### src/rtl/gbom_pkg.sv
// Shared types and codes of the grouped box overlap matrix unit.
// Used by gbom_regs, gbom_ctrl, gbom_dp and the top level; depends on nothing.
package gbom_pkg;

  localparam int unsigned GRP_FIELD_W = 3;   // width of the group field
  localparam int unsigned NGRP_W      = 4;   // width of groups_in_use
  localparam int unsigned XY_W        = 16;  // width of box_x / box_y ports
  localparam int unsigned WH_W        = 15;  // width of box_w / box_h ports
  localparam int unsigned MASK_W      = 64;  // pair mask and hit matrix
  localparam int unsigned APB_AW      = 4;
  localparam int unsigned APB_DW      = 64;

  localparam logic [1:0] OP_ADD   = 2'd0;
  localparam logic [1:0] OP_EVAL  = 2'd1;
  localparam logic [1:0] OP_CLEAR = 2'd2;

  localparam logic REG_PAIR_MASK = 1'b0;
  localparam logic REG_GROUPS    = 1'b1;

  localparam logic [NGRP_W-1:0] GROUPS_RESET = 4'd8;

  typedef enum logic [2:0] {
    ST_IDLE,
    ST_PAIR,
    ST_ISSUE,
    ST_CMP,
    ST_NEXT,
    ST_RESP
  } state_t;

  // commands from the controller to the datapath
  typedef struct packed {
    logic accept;   // latch status of the item being taken
    logic add;      // append the input box
    logic clear;    // empty groups and hit matrix
    logic rd;       // read box i of group a and box j of group b
    logic set_hit;  // set both hit bits of pair (a,b)
    logic emit;     // load the result registers
  } cmd_t;

  // status from the datapath to the controller
  typedef struct packed {
    logic pair_en;
    logic a_empty;
    logic b_empty;
    logic i_last;
    logic j_last;
    logic overlap;
  } sts_t;

endpackage

### src/rtl/gbom_ctrl.sv
// Controller: item decode and the group-pair / box-pair walk sequencer.
// Depends on gbom_pkg; commands gbom_dp through cmd_t and reads sts_t.
module gbom_ctrl #(
  parameter int unsigned GW = 3,
  parameter int unsigned IW = 4
) (
  input  logic                        clk,
  input  logic                        rst_n,
  input  logic                        start,
  input  logic [1:0]                  in_operation,
  input  logic [gbom_pkg::NGRP_W-1:0] groups_eff,
  input  gbom_pkg::sts_t              sts,
  output gbom_pkg::cmd_t              cmd,
  output logic                        busy,
  output logic                        out_valid,
  output logic [GW-1:0]               grp_a,
  output logic [GW-1:0]               grp_b,
  output logic [IW-1:0]               idx_i,
  output logic [IW-1:0]               idx_j
);
  import gbom_pkg::*;

  state_t        state_r, state_nxt;
  logic [GW-1:0] a_r, a_nxt, b_r, b_nxt;
  logic [IW-1:0] i_r, i_nxt, j_r, j_nxt;
  logic          valid_r;
  logic          self_pair;
  logic          b_end, a_end;

  assign self_pair = (a_r == b_r) && (i_r == j_r);
  assign b_end     = (NGRP_W'(b_r) + 1'b1) == groups_eff;
  assign a_end     = (NGRP_W'(a_r) + 1'b1) == groups_eff;

  always_ff @(posedge clk) begin
    if (!rst_n) begin
      state_r <= ST_IDLE;
      valid_r <= 1'b0;
    end else begin
      state_r <= state_nxt;
      valid_r <= cmd.emit;
    end
  end

  always_ff @(posedge clk) begin
    a_r <= a_nxt;
    b_r <= b_nxt;
    i_r <= i_nxt;
    j_r <= j_nxt;
  end

  always_comb begin
    state_nxt = state_r;
    cmd       = '0;
    a_nxt     = a_r;
    b_nxt     = b_r;
    i_nxt     = i_r;
    j_nxt     = j_r;
    unique case (state_r)
      ST_IDLE: begin
        if (start) begin
          cmd.accept = 1'b1;
          state_nxt  = ST_RESP;
          a_nxt      = '0;
          b_nxt      = '0;
          unique case (in_operation)
            OP_ADD:   cmd.add   = 1'b1;
            OP_CLEAR: cmd.clear = 1'b1;
            OP_EVAL:  if (groups_eff != '0) state_nxt = ST_PAIR;
            default:  state_nxt = ST_RESP;
          endcase
        end
      end
      ST_PAIR: begin
        i_nxt = '0;
        j_nxt = '0;
        if (sts.pair_en && !sts.a_empty && !sts.b_empty) state_nxt = ST_ISSUE;
        else                                             state_nxt = ST_NEXT;
      end
      ST_ISSUE, ST_CMP: begin
        if (state_r == ST_ISSUE && !self_pair) begin
          cmd.rd    = 1'b1;
          state_nxt = ST_CMP;
        end else if (state_r == ST_CMP && sts.overlap) begin
          // one hit settles the pair
          cmd.set_hit = 1'b1;
          state_nxt   = ST_NEXT;
        end else if (sts.j_last) begin
          if (sts.i_last) begin
            state_nxt = ST_NEXT;
          end else begin
            i_nxt     = i_r + 1'b1;
            j_nxt     = '0;
            state_nxt = ST_ISSUE;
          end
        end else begin
          j_nxt     = j_r + 1'b1;
          state_nxt = ST_ISSUE;
        end
      end
      ST_NEXT: begin
        state_nxt = ST_PAIR;
        if (b_end) begin
          if (a_end) begin
            state_nxt = ST_RESP;
          end else begin
            a_nxt = a_r + 1'b1;
            b_nxt = a_r + 1'b1;
          end
        end else begin
          b_nxt = b_r + 1'b1;
        end
      end
      ST_RESP: begin
        cmd.emit  = 1'b1;
        state_nxt = ST_IDLE;
      end
      default: state_nxt = ST_IDLE;
    endcase
  end

  assign busy      = (state_r != ST_IDLE);
  assign out_valid = valid_r;
  assign grp_a     = a_r;
  assign grp_b     = b_r;
  assign idx_i     = i_r;
  assign idx_j     = j_r;

endmodule

### config.mk
export PLATFORM = sky130hd
export DESIGN_NAME = gbom_ctrl
export DESIGN_NICKNAME = d
export VERILOG_FILES = /design/src/rtl/gbom_pkg.sv /design/src/rtl/gbom_ctrl.sv
export SDC_FILE = /design/constraint.sdc
export NUM_CORES = 1
export LEC_CHECK = 0
export BUFFER_PORTS_ARGS = -buffer_cell sky130_fd_sc_hd__buf_2
export CAP_MARGIN = 40
export CORE_MARGIN = 10
export CORE_UTILIZATION = 40
export CTS_CLUSTER_SIZE = 10
export DETAILED_ROUTE_END_ITERATION = 7
export PLACE_DENSITY = 0.65
export SLEW_MARGIN = 20
export SYNTH_ARGS = -nofsm -noshare
export SYNTH_HDL_FRONTEND = slang
export SYNTH_SLANG_ARGS = --single-unit
### constraint.sdc
create_clock -name clk -period 3 [get_ports clk]
set_clock_uncertainty 0.15 [all_clocks]
set_input_delay 0.6 -clock clk [delete_from_list [all_inputs] [get_ports clk]]
set_output_delay 0.6 -clock clk [all_outputs]
set_load 0.03 [all_outputs]
==> After elaboration in Yosys (flattened, before gate mapping) <==
Index checks and enable logic that the tools add are counted.
{ "word_totals": {"output_inout_bits": 22, "reg_bits": 18, "latchBits": 0, "memories": 0, "ram_bits": 0, "romBits": 0} }
{ "classes": {"n_shift": 0, "n_reduce_logical": 19, "n_mux": 36, "bitwise_logic": 0, "magnitude_cmp": 0, "multipliers": 0, "n_eq_ne": 20, "n_div": 0, "add_sub_neg": 6} }
{ "ops": {"columns": ["cell", "count"], "rows": [
  ["two-way mux 3 bit", 16],
  ["two-way mux 4 bit", 8],
  ["case mux 4 bit (2 select lines)", 2],
  ["!= test 2 bit (second input constant)", 7],
  ["equality test 4 bit", 3],
  ["case mux 3 bit (2 select lines)", 2],
  ["case mux 3 bit (4 select lines)", 1],
  ["adder 3 x 1 -> 4 bit (second input constant)", 2],
  ["adder 4 x 1 -> 4 bit (second input constant)", 2],
  ["AND reduction 4 bit", 2],
  ["adder 3 x 1 -> 3 bit (second input constant)", 2],
  ["equality test 3 x 2 -> 1 bit (second input constant)", 2],
  ["equality test 3 bit (second input constant)", 2],
  ["two-way mux 1 bit", 6],
  ["!= test 3 bit (second input constant)", 2],
  ["logical AND 1 bit", 5],
  ["AND reduction 5 bit", 1],
  ["nonzero test 2 bit", 2],
  ["nonzero test 4 bit", 1],
  ["equality test 3 x 1 -> 1 bit (second input constant)", 1],
  ["equality test 3 bit", 1],
  ["logical NOT 1 bit", 3],
  ["logical NOT 3 bit", 1],
  ["AND reduction 3 bit", 1],
  ["other kinds (6)", 6]
]} }

==> Longest topological paths before layout <==
{ "depth": {"word_depth": 6, "mapped_depth": 6, "mapped_depth_nobuf": 6} }

==> Worst setup path after synthesis <==
No wires, ideal clock.
{ "synth_path": {"kind": "reg2reg", "startpoint": "register b_r[0] (netlist: grp_b[0])", "endpoint": "register b_r[0] (netlist: grp_b[0]) (enable)", "arrival_time_ns": 2.037, "required_ns": 2.590, "slack_ns": 0.552, "path_stages_with_launch": 7, "cell_sequence": "edfxtp_1 -> ha_1 -> xor2_1 -> or3_4 -> a211oi_4 -> and3_2 -> a21oi_1"} }
{ "synth_via": {"elab_chain_cells": 4} }
{ "synth_rtl": {"columns": ["item", "line", "rtl"], "rows": [
  ["start: declaration", "gbom_ctrl.sv:24", "logic [GW-1:0] a_r, a_nxt, b_r, b_nxt;"],
  ["start signal: assignment", "gbom_ctrl.sv:46", "b_r <= b_nxt;"],
  ["adder 3 x 1 -> 4 bit", "gbom_ctrl.sv:31", "assign b_end = (NGRP_W'(b_r) + 1'b1) == groups_eff;"],
  ["equality test 4 bit", "gbom_ctrl.sv:31", null],
  ["!= test 3 bit (no line)", null, null],
  ["AND reduction 3 bit (no line)", null, null]
]} }
Every way passes these cells.
A chain may end at the register's enable or synchronous reset.

==> Worst setup path in the final report <==
{ "layout_path": {"startpoint": "register j_r[0] (netlist: idx_j[0])", "endpoint": "register i_r[1] (netlist: idx_i[1]) (enable)"} }
{ "layout_via": {"elab_chain_cells": 6} }
{ "layout_rtl": {"columns": ["item", "line", "rtl"], "rows": [
  ["start: declaration", "gbom_ctrl.sv:25", "logic [IW-1:0] i_r, i_nxt, j_r, j_nxt;"],
  ["start signal: assignment", "gbom_ctrl.sv:48", "j_r <= j_nxt;"],
  ["equality test 4 bit", "gbom_ctrl.sv:30", "assign self_pair = (a_r == b_r) && (i_r == j_r);"],
  ["logical AND 1 bit", "gbom_ctrl.sv:30", null],
  ["logical NOT 1 bit", "gbom_ctrl.sv:80", "if (state_r == ST_ISSUE && !self_pair) begin"],
  ["logical AND 1 bit", "gbom_ctrl.sv:80", null],
  ["!= test 2 bit (no line)", null, null],
  ["AND reduction 5 bit (no line)", null, null],
  ["end signal: assignment", "gbom_ctrl.sv:47", "i_r <= i_nxt;"],
  ["end: declaration", "gbom_ctrl.sv:25", null]
]} }
Every way passes these cells.

==> flow_summary.toml <==
[logic_synthesis]
syn_inst = 117
ys_types = 37
synth.avg_cell_area_sq_um = 10.0
synth.largest_area_cell = "edfxtp_1"
ys_ff_latch = 18
yosysWarnings = 0
synth_area_leaders = "edfxtp_1 36%, xor2_1 10%, dfxtp_1 6.8%, nor2_1 4.5%, ha_1 4.3%"
synth_nets = 136
netlist_area_sq_um = 1170
yosys_most_used_dff = "edfxtp_1"
ys_seq_area_share_pct = 42.8
synth_edf_count = 14
ys_async_sr_fraction_pct = 0
synth_top_area_share_pct = 35.9

[drt]
wire_per_inst_microns = 14.7
drtAntennaViolNets = 0
via_per_inst = 5.41
drc = 0
drt_first_pass_iters = 6
wl_mm = 2.75
drtIter0Drc = 57
via_count = 1011

[floorplanning]
num_rows = 19
die_h_microns = 74.1
initial_utilization_pct = 42.1
io_pins = 37
core_area_sq_um = 2780
fp.dieW_microns = 74.1
die_area_sq_um = 5490

[placed_design]
gp_congestion = 0.768
portBuffers = 36
hpwl_mm = 2.28
pre_cts_slack_ns = 0.434
placed_area_sq_um = 1390

[critical_path]
critical_path.startpoint = "idx_j[0]"
cp_slowest_stage_delay_ns = 0.62
worstSetupStartpointType = "flop"
cpMaxStageDelayCell = "a211oi_1"
crit_chain = "xor2_1 > nor4_1 > a211o_1 > o21ai_0 > a211oi_1"
worstSetupEndpointType = "flop"
crit_required_ns = 2.79
reg2reg_to = "idx_i[1]"
crit_type = "reg -> reg"
cp.arrival_ns = 2.35
rr_startpoint = "idx_j[0]"
crit_fanout = 5
ff2ff_path_depth = 5
timing.reg2reg.setup_slack_ns = 0.44

[sta]
hold_viol_final = 0
rsz0062_at_grt = "no"
period_share_pct = 85.5
fmax_mhz = 390
final.setup.tns_ns = 0
whs_ns = 0.401
setup_ws_ns = 0.435
setup_viol = 0
max-slew-margin-rel_pct = 53.9
max_slew.worst_pin.slew_ns = 0.687
fin_crit_ns = 2.56
slew_viol_final = 0

[clock_network]
clk_latency_ns = 0.29
numCtsBuffers = 3
cts_hold_buffers = 0
h-tree-depth = 1
cts-root-buf = "clkbuf_4"
cts-resized-gates = 0
clkTransAtPathRegs_ns = 0.10
cts_tree = "built"
cts_buffer_depth = 2
cts_setup_buffers = 0
clock_sinks = 18

[finish]
nFillCells = 277
antennaDiodeCount = 0
utilization_pct = 50.7
layout_common_cells = "36 x buf_2, 14 x nor2_1, 14 x xor2_1, 14 x edfxtp_1, 6 x nor3_1"
syn_to_final_growth_pct = 20.6
fin_area_sq_um = 1410
nets = 176
final_common_cell = "buf_2"
drive_above_1_share_pct = 29.5

[hold_path]
hp-start = "rst_n"
min_to = "out_valid"
worstHoldPathCells = 2
hold_class = "in -> reg"

[grt]
grt_pass1_vias = 1033
grt_pass1_wl_mm = 4.71
grt.overflow.total = 0
grt_max_degree = 13
antenna_found_initial = 0
grt_usage_pct = 10.6

[power]
leakage_nw = 0.614
peakVddDrop_uv = 369
power_density_nw_per_um2 = 694

[status]
outcome = "completed"

[job]
cap_violations = 0
==> state kept, by name, indices dropped and copies added, names as in the netlist <==
name / cells
idx_i: 4
idx_j: 4
grp_a: 3
grp_b: 3
state_r: 3
out_valid: 1
==> synthesized netlist by cell type, types with 2 or more instances <==
cell type  number
o21ai_0         3
nor2b_1         3
a21oi_1         4
nand3_1         3
a211oi_1        3
nand2_1         4
nor3_1          6
ha_1            4
nor2_1         14
nor3b_1         3
xor2_1         14
o211ai_1        2
inv_1           4
dfxtp_1         4
a22oi_1         3
xnor2_1         5
and3_1          4
nand3b_1        2
edfxtp_1       14
==> metal layers <==
layer	part of all wire, %	track usage (%)	vias to the layer above
met5	0	0	-
met4	1.8	5.59	0
met3	6.1	2.26	4
met2	47	16.8	32
met1	45	13.2	467
li1	-	-	508
==> kinds of logic (layout without fill, tap and decap cells) <==
family	count (synthesis)	in the layout	synth area share, %
AOI/OAI and AO/OA	22	22	13.8
xor gates and xnor gates	19	19	14.2
adders and majority gates	4	4	4.28
buffers and inverters	6	45	2.25
DFF	18	18	42.8
muxes	1	1	0.856
and+or+nand+nor	47	47	21.8
==> metrics by stage <==
stage	total power, mW	std cells
floorplan	0.736	117
global placement	0.853	183
detailed placement	0.861	183
CTS	0.987	187
global route	1.05	187
finish	0.979	187
==> how the worst max path moves through the flow <==
stage,end,slack (ns)
after global placement,grp_b[2],0.52
after detailed placement,idx_i[2],0.43
after floorplan,grp_b[0],0.55
after global routing,idx_i[0],0.22
after CTS,cmd[2],0.42
final,idx_i[1],0.44
==> report_power, final <==
| group | switching, mW | total, mW | internal [mW] |
|---|---|---|---|
| Combinational | 0.282 | 0.442 | 0.160 |
| Clock | 0.0759 | 0.128 | 0.0517 |
| Sequential | 0.0761 | 0.409 | 0.333 |
==> critical path, delay by kind of cell (launching register included) <==
family	cells	cell delay (ns)
AOI/OAI and AO/OA	3	0.99
DFF	1	0.48
xor gates and xnor gates	1	0.19
and+or+nand+nor	1	0.40
==> final cells by class <==
cell class                 count  area [sq um]  share of cell area, %
clock buffer                   4          26.3                   1.86
tap                           31          38.8                   2.75
timing repair buffer          37           188                   13.3
multi-input combinational     93           643                   45.6
sequential                    18           500                   35.5
inverter                       4          15.0                   1.06
Note: power is estimated with default switching activity, not from simulation.
