File: src/rtl/gbom_pkg.sv
// Shared types and codes of the grouped box overlap matrix unit.
// Used by gbom_regs, gbom_ctrl, gbom_dp and the top level; depends on nothing.
package gbom_pkg;

  localparam int unsigned GRP_FIELD_W = 3;   // width of the group field
  localparam int unsigned NGRP_W      = 4;   // width of groups_in_use
  localparam int unsigned XY_W        = 16;  // width of box_x / box_y ports
  localparam int unsigned WH_W        = 15;  // width of box_w / box_h ports
  localparam int unsigned MASK_W      = 64;  // pair mask and hit matrix
  localparam int unsigned APB_AW      = 4;
  localparam int unsigned APB_DW      = 64;

  localparam logic [1:0] OP_ADD   = 2'd0;
  localparam logic [1:0] OP_EVAL  = 2'd1;
  localparam logic [1:0] OP_CLEAR = 2'd2;

  localparam logic REG_PAIR_MASK = 1'b0;
  localparam logic REG_GROUPS    = 1'b1;

  localparam logic [NGRP_W-1:0] GROUPS_RESET = 4'd8;

  typedef enum logic [2:0] {
    ST_IDLE,
    ST_PAIR,
    ST_ISSUE,
    ST_CMP,
    ST_NEXT,
    ST_RESP
  } state_t;

  // commands from the controller to the datapath
  typedef struct packed {
    logic accept;   // latch status of the item being taken
    logic add;      // append the input box
    logic clear;    // empty groups and hit matrix
    logic rd;       // read box i of group a and box j of group b
    logic set_hit;  // set both hit bits of pair (a,b)
    logic emit;     // load the result registers
  } cmd_t;

  // status from the datapath to the controller
  typedef struct packed {
    logic pair_en;
    logic a_empty;
    logic b_empty;
    logic i_last;
    logic j_last;
    logic overlap;
  } sts_t;

endpackage

File: src/rtl/gbom_regs.sv
// APB-style configuration registers: pair mask and groups in use.
// Depends on gbom_pkg.
module gbom_regs #(
  parameter int unsigned GROUPS = 8
) (
  input  logic                          clk,
  input  logic                          rst_n,
  input  logic                          psel,
  input  logic                          penable,
  input  logic                          pwrite,
  input  logic [gbom_pkg::APB_AW-1:0]   paddr,
  input  logic [gbom_pkg::APB_DW-1:0]   pwdata,
  output logic [gbom_pkg::APB_DW-1:0]   prdata,
  output logic                          pready,
  output logic [gbom_pkg::MASK_W-1:0]   pair_mask,
  output logic [gbom_pkg::NGRP_W-1:0]   groups_eff
);
  import gbom_pkg::*;

  logic [MASK_W-1:0] pair_mask_r;
  logic [NGRP_W-1:0] groups_r;
  logic              wr_en;

  assign pready = 1'b1;
  assign wr_en  = psel & penable & pwrite;

  always_ff @(posedge clk) begin
    if (!rst_n) begin
      pair_mask_r <= '0;
      groups_r    <= GROUPS_RESET;
    end else if (wr_en) begin
      unique case (paddr[3])
        REG_PAIR_MASK: pair_mask_r <= pwdata;
        REG_GROUPS:    groups_r    <= pwdata[NGRP_W-1:0];
        default:       pair_mask_r <= pair_mask_r;
      endcase
    end
  end

  always_comb begin
    unique case (paddr[3])
      REG_PAIR_MASK: prdata = pair_mask_r;
      REG_GROUPS:    prdata = {{(APB_DW-NGRP_W){1'b0}}, groups_r};
      default:       prdata = '0;
    endcase
  end

  // saturate to the number of groups that exist
  assign pair_mask  = pair_mask_r;
  assign groups_eff = (groups_r > NGRP_W'(GROUPS)) ? NGRP_W'(GROUPS) : groups_r;

endmodule

File: config.mk
export PLATFORM = sky130hd
export DESIGN_NAME = gbom_regs
export DESIGN_NICKNAME = d
export VERILOG_FILES = /design/src/rtl/gbom_pkg.sv /design/src/rtl/gbom_regs.sv
export SDC_FILE = /design/constraint.sdc
export NUM_CORES = 1
export LEC_CHECK = 0
export ABC_AREA = 1
export BUFFER_PORTS_ARGS = -buffer_cell sky130_fd_sc_hd__buf_4
export CAP_MARGIN = 40
export CORE_ASPECT_RATIO = 0.7
export CORE_UTILIZATION = 44
export CTS_CLUSTER_DIAMETER = 100
export DETAILED_ROUTE_END_ITERATION = 6
export HOLD_SLACK_MARGIN = 0.02
export PLACE_DENSITY = 0.81
export SYNTH_ARGS = -nofsm -noshare
export SYNTH_HDL_FRONTEND = slang
export SYNTH_SLANG_ARGS = --single-unit
File: constraint.sdc
create_clock -name clk -period 1.1 [get_ports clk]
set_clock_uncertainty 0.1 [all_clocks]
set_input_delay 0.11 -clock clk [delete_from_list [all_inputs] [get_ports clk]]
set_output_delay 0.11 -clock clk [all_outputs]
set_load 0.02 [all_outputs]
### Word-level counts from Yosys, hierarchy flattened

Index checks and enable logic that the tools add are counted.

| word-level totals | value |
|---|---|
| output and inout bits | 133 |
| bits in registers | 68 |
| logic and storage cells | 10 |

| cells by class | value |
|---|---|
| bitwise logic cells | 3 |
| muxes and demuxes | 2 |
| reductions and logical operators | 2 |
| magnitude comparators | 1 |

Operators by type and width:

| operator | number |
|---|---|
| $pmux W64 S2 | 1 |
| $gt A4 B4 Y1 const B | 1 |
| $mux W4 | 1 |
| $reduce_and A2 Y1 | 2 |
| $and A1 B1 Y1 | 2 |
| $not A1 Y1 | 1 |

### Longest topological paths before layout

Gate-level depths: netlist of run 1.

| logic depth | value |
|---|---|
| depth in word-level cells | 3 |
| gate-level depth with buffers | 7 |
| gate-level depth less buffers | 5 |

### Least setup slack after synthesis of run 1

No wires, ideal clock.

| timing | value |
|---|---|
| path kind | register to output |
| from | register groups_r[1] |
| to | output port prdata[1] in the netlist's numbering |
| required time | 890 ps |
| path buffers | 0 |
| arrival time | 851 ps |
| setup slack | 39 ps |
| stages on the path, launching flop included | 3 |
| cells stage by stage | dfxtp_1 > inv_1 > o21ai_0 |

| between the ends | value |
|---|---|
| cells in the longest elaborated chain, start to end | 1 |

RTL lines:

| item | line | RTL |
|---|---|---|
| start: declaration | gbom_regs.sv:21 | `logic [NGRP_W-1:0] groups_r;` |
| start signal: assignment | gbom_regs.sv:34 | `REG_GROUPS: groups_r <= pwdata[NGRP_W-1:0];` |
| $pmux W64 S2 | gbom_regs.sv:41 | `unique case (paddr[3])` |
| end: declaration | gbom_regs.sv:13 | `output logic [gbom_pkg::APB_DW-1:0] prdata,` |

No other way between the ends.

### Worst setup path in the final report of run 1

| timing | value |
|---|---|
| from | register groups_r[1] |
| to | output port groups_eff[1] in the netlist's numbering |

| between the ends | value |
|---|---|
| cells in the longest elaborated chain, start to end | 2 |

RTL lines:

| item | line | RTL |
|---|---|---|
| $gt A4 B4 Y1 | gbom_regs.sv:50 | `assign groups_eff = (groups_r > NGRP_W'(GROUPS)) ? NGRP_W'(GROUPS) : groups_r;` |
| $mux W4 (*) | gbom_regs.sv:50 |  |
| end: declaration | gbom_regs.sv:16 | `output logic [gbom_pkg::NGRP_W-1:0] groups_eff` |

Every way passes the cells marked *; elsewhere a longest branch is shown, timed or not.

==> results.toml, run 1 <==
[route]
drc = 0
route.detailed.vias_per_inst = 4.90
drtAntennaViolNets = 0
wl_um = 14800
routed_wire_length_per_instance_um = 15.6
vias = 4661
drt-initial-drc-count = 325
drt_pass1_iterations = 5

[floorplan]
coreArea_sq_um = 7510
initial_core_util_pct = 46.6
die_x_um = 109
io-pin-count = 206
placement_rows = 26
dieHeight_um = 76.7
design.die.area_sq_um = 8330

[worst_setup_path]
critPathMaxFanout = 3
timing.critical_path.arrival_ns = 1.12
setup.worst_path.class = "register to output pin"
critPathRequiredTime_ns = 0.89
r2r_cells = 5
setup.worst_path.end_class = "output pin"
worst_setup_path_start_kind = "register"
reg2reg_from = "pair_mask[6]"
reg2reg_slack_ns = 0
critical_path.startpoint = "groups_r[1]"

[placement]
dp_worst_setup_slack_ns = -0.0175
post-place-cells = 860
placedInstanceArea_sq_um = 5110
place.detailed.hpwl_um = 7570
numPortBuffers = 201
place.gp.congestion = 0.783

[job]
maxCapViolCount = 0

[pwr]
power.total_mw = 7.02
cellPowerDensity_nw_per_um2 = 1060
max_vdd_drop_v = 0.000846
static-leakage-power_nw = 3.32

[yosys]
syn-num-nets = 657
syn_area_per_cell_sq_um = 6.00
post_synth_num_cell_types = 17
synth_warnings = 0
netlist.top_cell.by_area = "sky130_fd_sc_hd__dfxtp_1"
post_synth_design_cell_area_sq_um = 3500
synth_top_area_share_pct = 38.8
synthTopCellsByArea = "sky130_fd_sc_hd__dfxtp_1, sky130_fd_sc_hd__nor2_1, sky130_fd_sc_hd__inv_1, sky130_fd_sc_hd__nand3_1, sky130_fd_sc_hd__nand2_1"
share_of_synthesized_area_occupied_by_flip_flops_and_latches_pct = 38.8
synth.cells.most_frequent = "sky130_fd_sc_hd__nor2_1, sky130_fd_sc_hd__inv_1, sky130_fd_sc_hd__nand2_1, sky130_fd_sc_hd__nand3_1, sky130_fd_sc_hd__dfxtp_1"
synth_async_reset_ratio_pct = 0
ys.flop_type = "sky130_fd_sc_hd__dfxtp_1"
synth_edf_count = 0
register_bit_count_reported_by_yosys = 68
synth_cells = 584
leading_cell_type_by_number_of_instances_after_synthesis = "sky130_fd_sc_hd__nor2_1"

[cts]
clock_tree_from_tritoncts = "done"
htree_num_levels = 3
max-clock-path-buffers = 2
clock_edge_transition_at_the_registers_on_the_reported_setup_and_hold_paths_ns = 0.06
clkLatencyLatePin_ns = 0.32
clock_tree.root_cell = "sky130_fd_sc_hd__clkbuf_16"
cts_made_buffers = 9
cts_sinks = 68

[grt]
grt_first_pass_wirelength_um = 19700
grt_start_max_net_pins = 46
grtUsageTotal_pct = 29.8
number_of_antenna_violations_at_the_first_check_in_global_routing = 0
vias_in_the_first_global_route = 4210
remaining_overflow_grt = 0

[timing]
final_max_slew_viol_count = 0
min_period_over_period_pct = 121
final_period_minus_worst_setup_slack_ns = 1.33
tns_ns = -4.46
setup_viol_count_final = 79
rsz0062_at_grt = "true"
fmax_mhz = 753
hold_viol = 0
hold-worst-slack_ns = 0.0234
timing.final.ws_setup_ns = -0.228

[finish]
nets = 921
num-fill-cells = 350
diodes = 0
area_growth_from_synthesis_to_layout_pct = 89.9
layoutNonFillerInstCount = 951
utilization_pct = 88.5
drive_above_1_share_pct = 50.4
design_area_sq_um = 6650

[hold_path]
min_path_cells = 5
worstHoldPathType = "primary input to register"
hold_path_startpoint = "pwdata[31]"

[status]
status = "finished, violations left"
violations = "negative setup slack"
[kinds of logic after synthesis]
group           Yosys count  share of synthesized area (%)
simple gates            344                           39.8
buf+inv                 166                           20.6
flops                    68                           38.8
compound gates            5                          0.714
other cells               1                          0.107
[timing repair]
| item | in CTS | in global routing |
|---|---|---|
| pin swaps | 13 | 32 |
| hold buffers | 42 | 0 |
| gates cloned | 0 | 0 |
| endpoints found under the hold margin | 41 | 0 |
| buffers inserted | 21 | 12 |
| resized for setup | 118 | 148 |
| setup endpoints to repair | 68 | 82 |
[area by class of cell]
type                            count  area, sq um  share of cell area [%]
Clock inverter                      6         63.8                   0.959
Tap cell                           98          123                    1.84
Multi-Input combinational cell    350         1600                    24.0
Timing Repair Buffer              290         2690                    40.4
Inverter                          129          489                    7.35
Clock buffer                       10          239                    3.59
Sequential cell                    68         1460                    21.9
[layout by cell type (no fill, tap or decap), types with 8 or more instances in the layout]
| master | n |
|---|---|
| sky130_fd_sc_hd__nor2_1 | 162 |
| sky130_fd_sc_hd__buf_4 | 159 |
| sky130_fd_sc_hd__buf_6 | 81 |
| sky130_fd_sc_hd__nand2_1 | 75 |
| sky130_fd_sc_hd__inv_1 | 69 |
| sky130_fd_sc_hd__nand3_1 | 68 |
| sky130_fd_sc_hd__dfxtp_2 | 60 |
| sky130_fd_sc_hd__inv_2 | 58 |
| sky130_fd_sc_hd__dlygate4sd3_1 | 42 |
| sky130_fd_sc_hd__nor2_2 | 21 |
| sky130_fd_sc_hd__nor2_4 | 16 |
| sky130_fd_sc_hd__clkbuf_16 | 9 |
| sky130_fd_sc_hd__buf_12 | 8 |
[flip-flops by register name, indices dropped and copies added, names as in the netlist]
| signal | flops |
|---|---|
| groups_r | 4 |
| pair_mask | 64 |
[final timing paths]
| path | endpoint |
|---|---|
| hold reg to reg | pair_mask[52] |
| setup / recovery | groups_eff[1] |
| hold / removal | pair_mask[31] |
| setup reg to reg | pair_mask[6] |
[worst max-delay path, cell delays in order, from the launching register on]
cell and delay (ns):
sky130_fd_sc_hd__dfxtp_2 0.33, sky130_fd_sc_hd__inv_2 0.08, sky130_fd_sc_hd__nand3_2 0.07, sky130_fd_sc_hd__a21oi_2 0.17, sky130_fd_sc_hd__buf_6 0.14
[power breakdown]
group	switching [mW]	total, mW	internal [mW]	leakage [nW]
clock network	1.07	2.88	1.81	0.144
registers	0.0951	2.65	2.56	0.583
logic	0.762	1.49	0.726	2.59
total	1.93	7.02	5.10	3.32
[layer usage]
metal	GRT usage (%)	share of wire [%]	up-vias
met5	0	0	-
met4	9.73	4.0	0
met3	7.31	7.9	55
met2	54.2	52	261
met1	33.8	36	2147
li1	-	-	2198
Power figures use the tool's default switching activity.
==> run 2: changes to the inputs <==
--- a/config.mk
+++ b/config.mk
@@ -9,6 +9,7 @@
 export BUFFER_PORTS_ARGS = -buffer_cell sky130_fd_sc_hd__buf_4
 export CAP_MARGIN = 40
 export CORE_ASPECT_RATIO = 0.7
+export CORE_MARGIN = 2
 export CORE_UTILIZATION = 44
 export CTS_CLUSTER_DIAMETER = 100
 export DETAILED_ROUTE_END_ITERATION = 6
@@ -17,3 +18,4 @@
 export SYNTH_ARGS = -nofsm -noshare
 export SYNTH_HDL_FRONTEND = slang
 export SYNTH_SLANG_ARGS = --single-unit
+export TNS_END_PERCENT = 50
==> run 2 against run 1 <==
The flow still finishes with violations (negative setup slack). Critical endpoint unchanged. Sequential power barely moved. First-iteration DRC count fell by 26%. Cell count fell by 1.3%. Clock power rose by 7%. Sequential share of layout area rose by 0.35 points. Fmax rose by 2.5%. Final area fell by 1.5%.
==> results.toml, run 2 (synthesized netlist as in run 1, its figures left out) <==
[status]
status = "finished, violations left"
violations = "negative setup slack"

[floorplan]
dieHeight_um = 78.7
die_x_um = 111
placement_rows = 27
io-pin-count = 206
design.die.area_sq_um = 8710
initial_core_util_pct = 44.9
coreArea_sq_um = 7800

[route]
vias = 4451
drc = 0
routed_wire_length_per_instance_um = 14.1
wl_um = 13200
drt-initial-drc-count = 240
drt_pass1_iterations = 5
drtAntennaViolNets = 0
route.detailed.vias_per_inst = 4.74

[worst_setup_path]
crit_cells = 4
critPathRequiredTime_ns = 0.89
cp_slowest_cell = "sky130_fd_sc_hd__dfxtp_2"
timing.critical_path.arrival_ns = 1.09
critPathMaxFanout = 3
timing.critical_path.cells = "inv_2, nand3_2, a21oi_2, buf_6"
critical_path.startpoint = "groups_r[2]"
worst_setup_path_start_kind = "register"
setup.worst_path.class = "register to output pin"
cpPeakStageDelay_ns = 0.33
setup.worst_path.end_class = "output pin"
critPathBufInv = 2
r2r_cells = 3
timing.critical_path.max_delay_family = "flip-flops"
reg2reg_from = "pair_mask[45]"

[timing]
final_max_slew_viol_count = 0
timing.final.ws_setup_ns = -0.195
hold_viol = 0
min_period_over_period_pct = 118
rsz0062_at_grt = "true"
setup_viol_count_final = 74
fmax_mhz = 772
final_period_minus_worst_setup_slack_ns = 1.30

[finish]
area_growth_from_synthesis_to_layout_pct = 87.0
num-fill-cells = 446
utilization_pct = 84.0
nets = 906
drive_above_1_share_pct = 51.0
diodes = 0
largest_register_ffs = 64
commonest_cells_after_routing_fill_and_taps_aside = "sky130_fd_sc_hd__nor2_1, sky130_fd_sc_hd__buf_4, sky130_fd_sc_hd__nand2_1, sky130_fd_sc_hd__buf_6, sky130_fd_sc_hd__inv_1"
design_area_sq_um = 6550
mostFrequentLayoutCell = "sky130_fd_sc_hd__nor2_1"

[cts]
clkLatencyLatePin_ns = 0.32
clock_tree.root_cell = "sky130_fd_sc_hd__clkbuf_16"
cts_made_buffers = 9
clock_tree_from_tritoncts = "done"
max-clock-path-buffers = 2
clock_edge_transition_at_the_registers_on_the_reported_setup_and_hold_paths_ns = 0.05
htree_num_levels = 3
cts_sinks = 68

[pwr]
max_vdd_drop_v = 0.000968
static-leakage-power_nw = 3.25
cellPowerDensity_nw_per_um2 = 1090

[placement]
numPortBuffers = 201
place.detailed.hpwl_um = 7470
placedInstanceArea_sq_um = 5110
place.gp.congestion = 0.786
dp_worst_setup_slack_ns = 0.0161

[hold_path]
hold_path_startpoint = "pwdata[55]"
worstHoldPathType = "primary input to register"
min_path_cells = 5

[grt]
number_of_antenna_violations_at_the_first_check_in_global_routing = 0
remaining_overflow_grt = 0
grtUsageTotal_pct = 25.7
vias_in_the_first_global_route = 3861
grt_first_pass_wirelength_um = 18400
grt_start_max_net_pins = 43

[job]
maxCapViolCount = 0
==> run 2: through the flow <==
stage,cells,hold slack [ns],TNS [ns],power (mW)
6_report,939,0.0193,-3.24,7.15
4_1_cts,927,0.0201,-3.10,7.03
2_1_floorplan,584,0.136,0,3.26
3_5_place_dp,862,0.244,0,3.78
5_1_grt,939,0.0380,-6.38,7.43
3_3_place_gp,862,0.234,0,3.75
==> run 2: worst paths after layout <==
path | endpoint | slack [ns]
worst max register to register | pair_mask[45] | 0.28
worst min register to register | pair_mask[0] | 0.39
worst min-delay path | pair_mask[55] | 0.02
worst max-delay path | groups_eff[1] | -0.20
==> run 2: where the power goes <==
group | total, mW | internal [mW] | switching [mW] | leakage, nW
clock network | 3.08 | 2.04 | 1.04 | 0.151
registers | 2.66 | 2.56 | 0.0924 | 0.585
logic | 1.42 | 0.691 | 0.725 | 2.52
total | 7.15 | 5.29 | 1.86 | 3.25
==> run 2: cell type report <==
type,instances,area [sq um],area share (%)
flip-flops and latches,68,1460,22.2
repair buffers,275,2540,38.7
well taps,101,126,1.93
inverters,129,489,7.46
clock buffers,10,239,3.65
multi-input cells,350,1620,24.7
clock inverters,6,87.6,1.34
==> run 2: per-layer routing <==
| layer | up-vias | GRT usage (%) | share of wire [%] |
|---|---|---|---|
| li1 | 2175 | - | - |
| met1 | 2057 | 29.1 | 38 |
| met2 | 198 | 47.0 | 53 |
| met3 | 21 | 7.64 | 7.3 |
| met4 | 0 | 8.13 | 1.9 |
| met5 | - | 0 | 0 |
==> run 2: tightest hold or removal path: stages <==
cell and delay (ns):
sky130_fd_sc_hd__buf_4 0.08, sky130_fd_sc_hd__inv_1 0.03, sky130_fd_sc_hd__nand3_1 0.07, sky130_fd_sc_hd__nand2_1 0.04, sky130_fd_sc_hd__nor2_1 0.07
==> run 2: timing repair <==
item	in CTS	in global routing
hold endpoints to repair	41	0
hold buffers	40	0
pin swaps	5	9
setup buffers	9	12
endpoints found under the setup margin	68	76
cloned	0	0
resized for setup	124	144
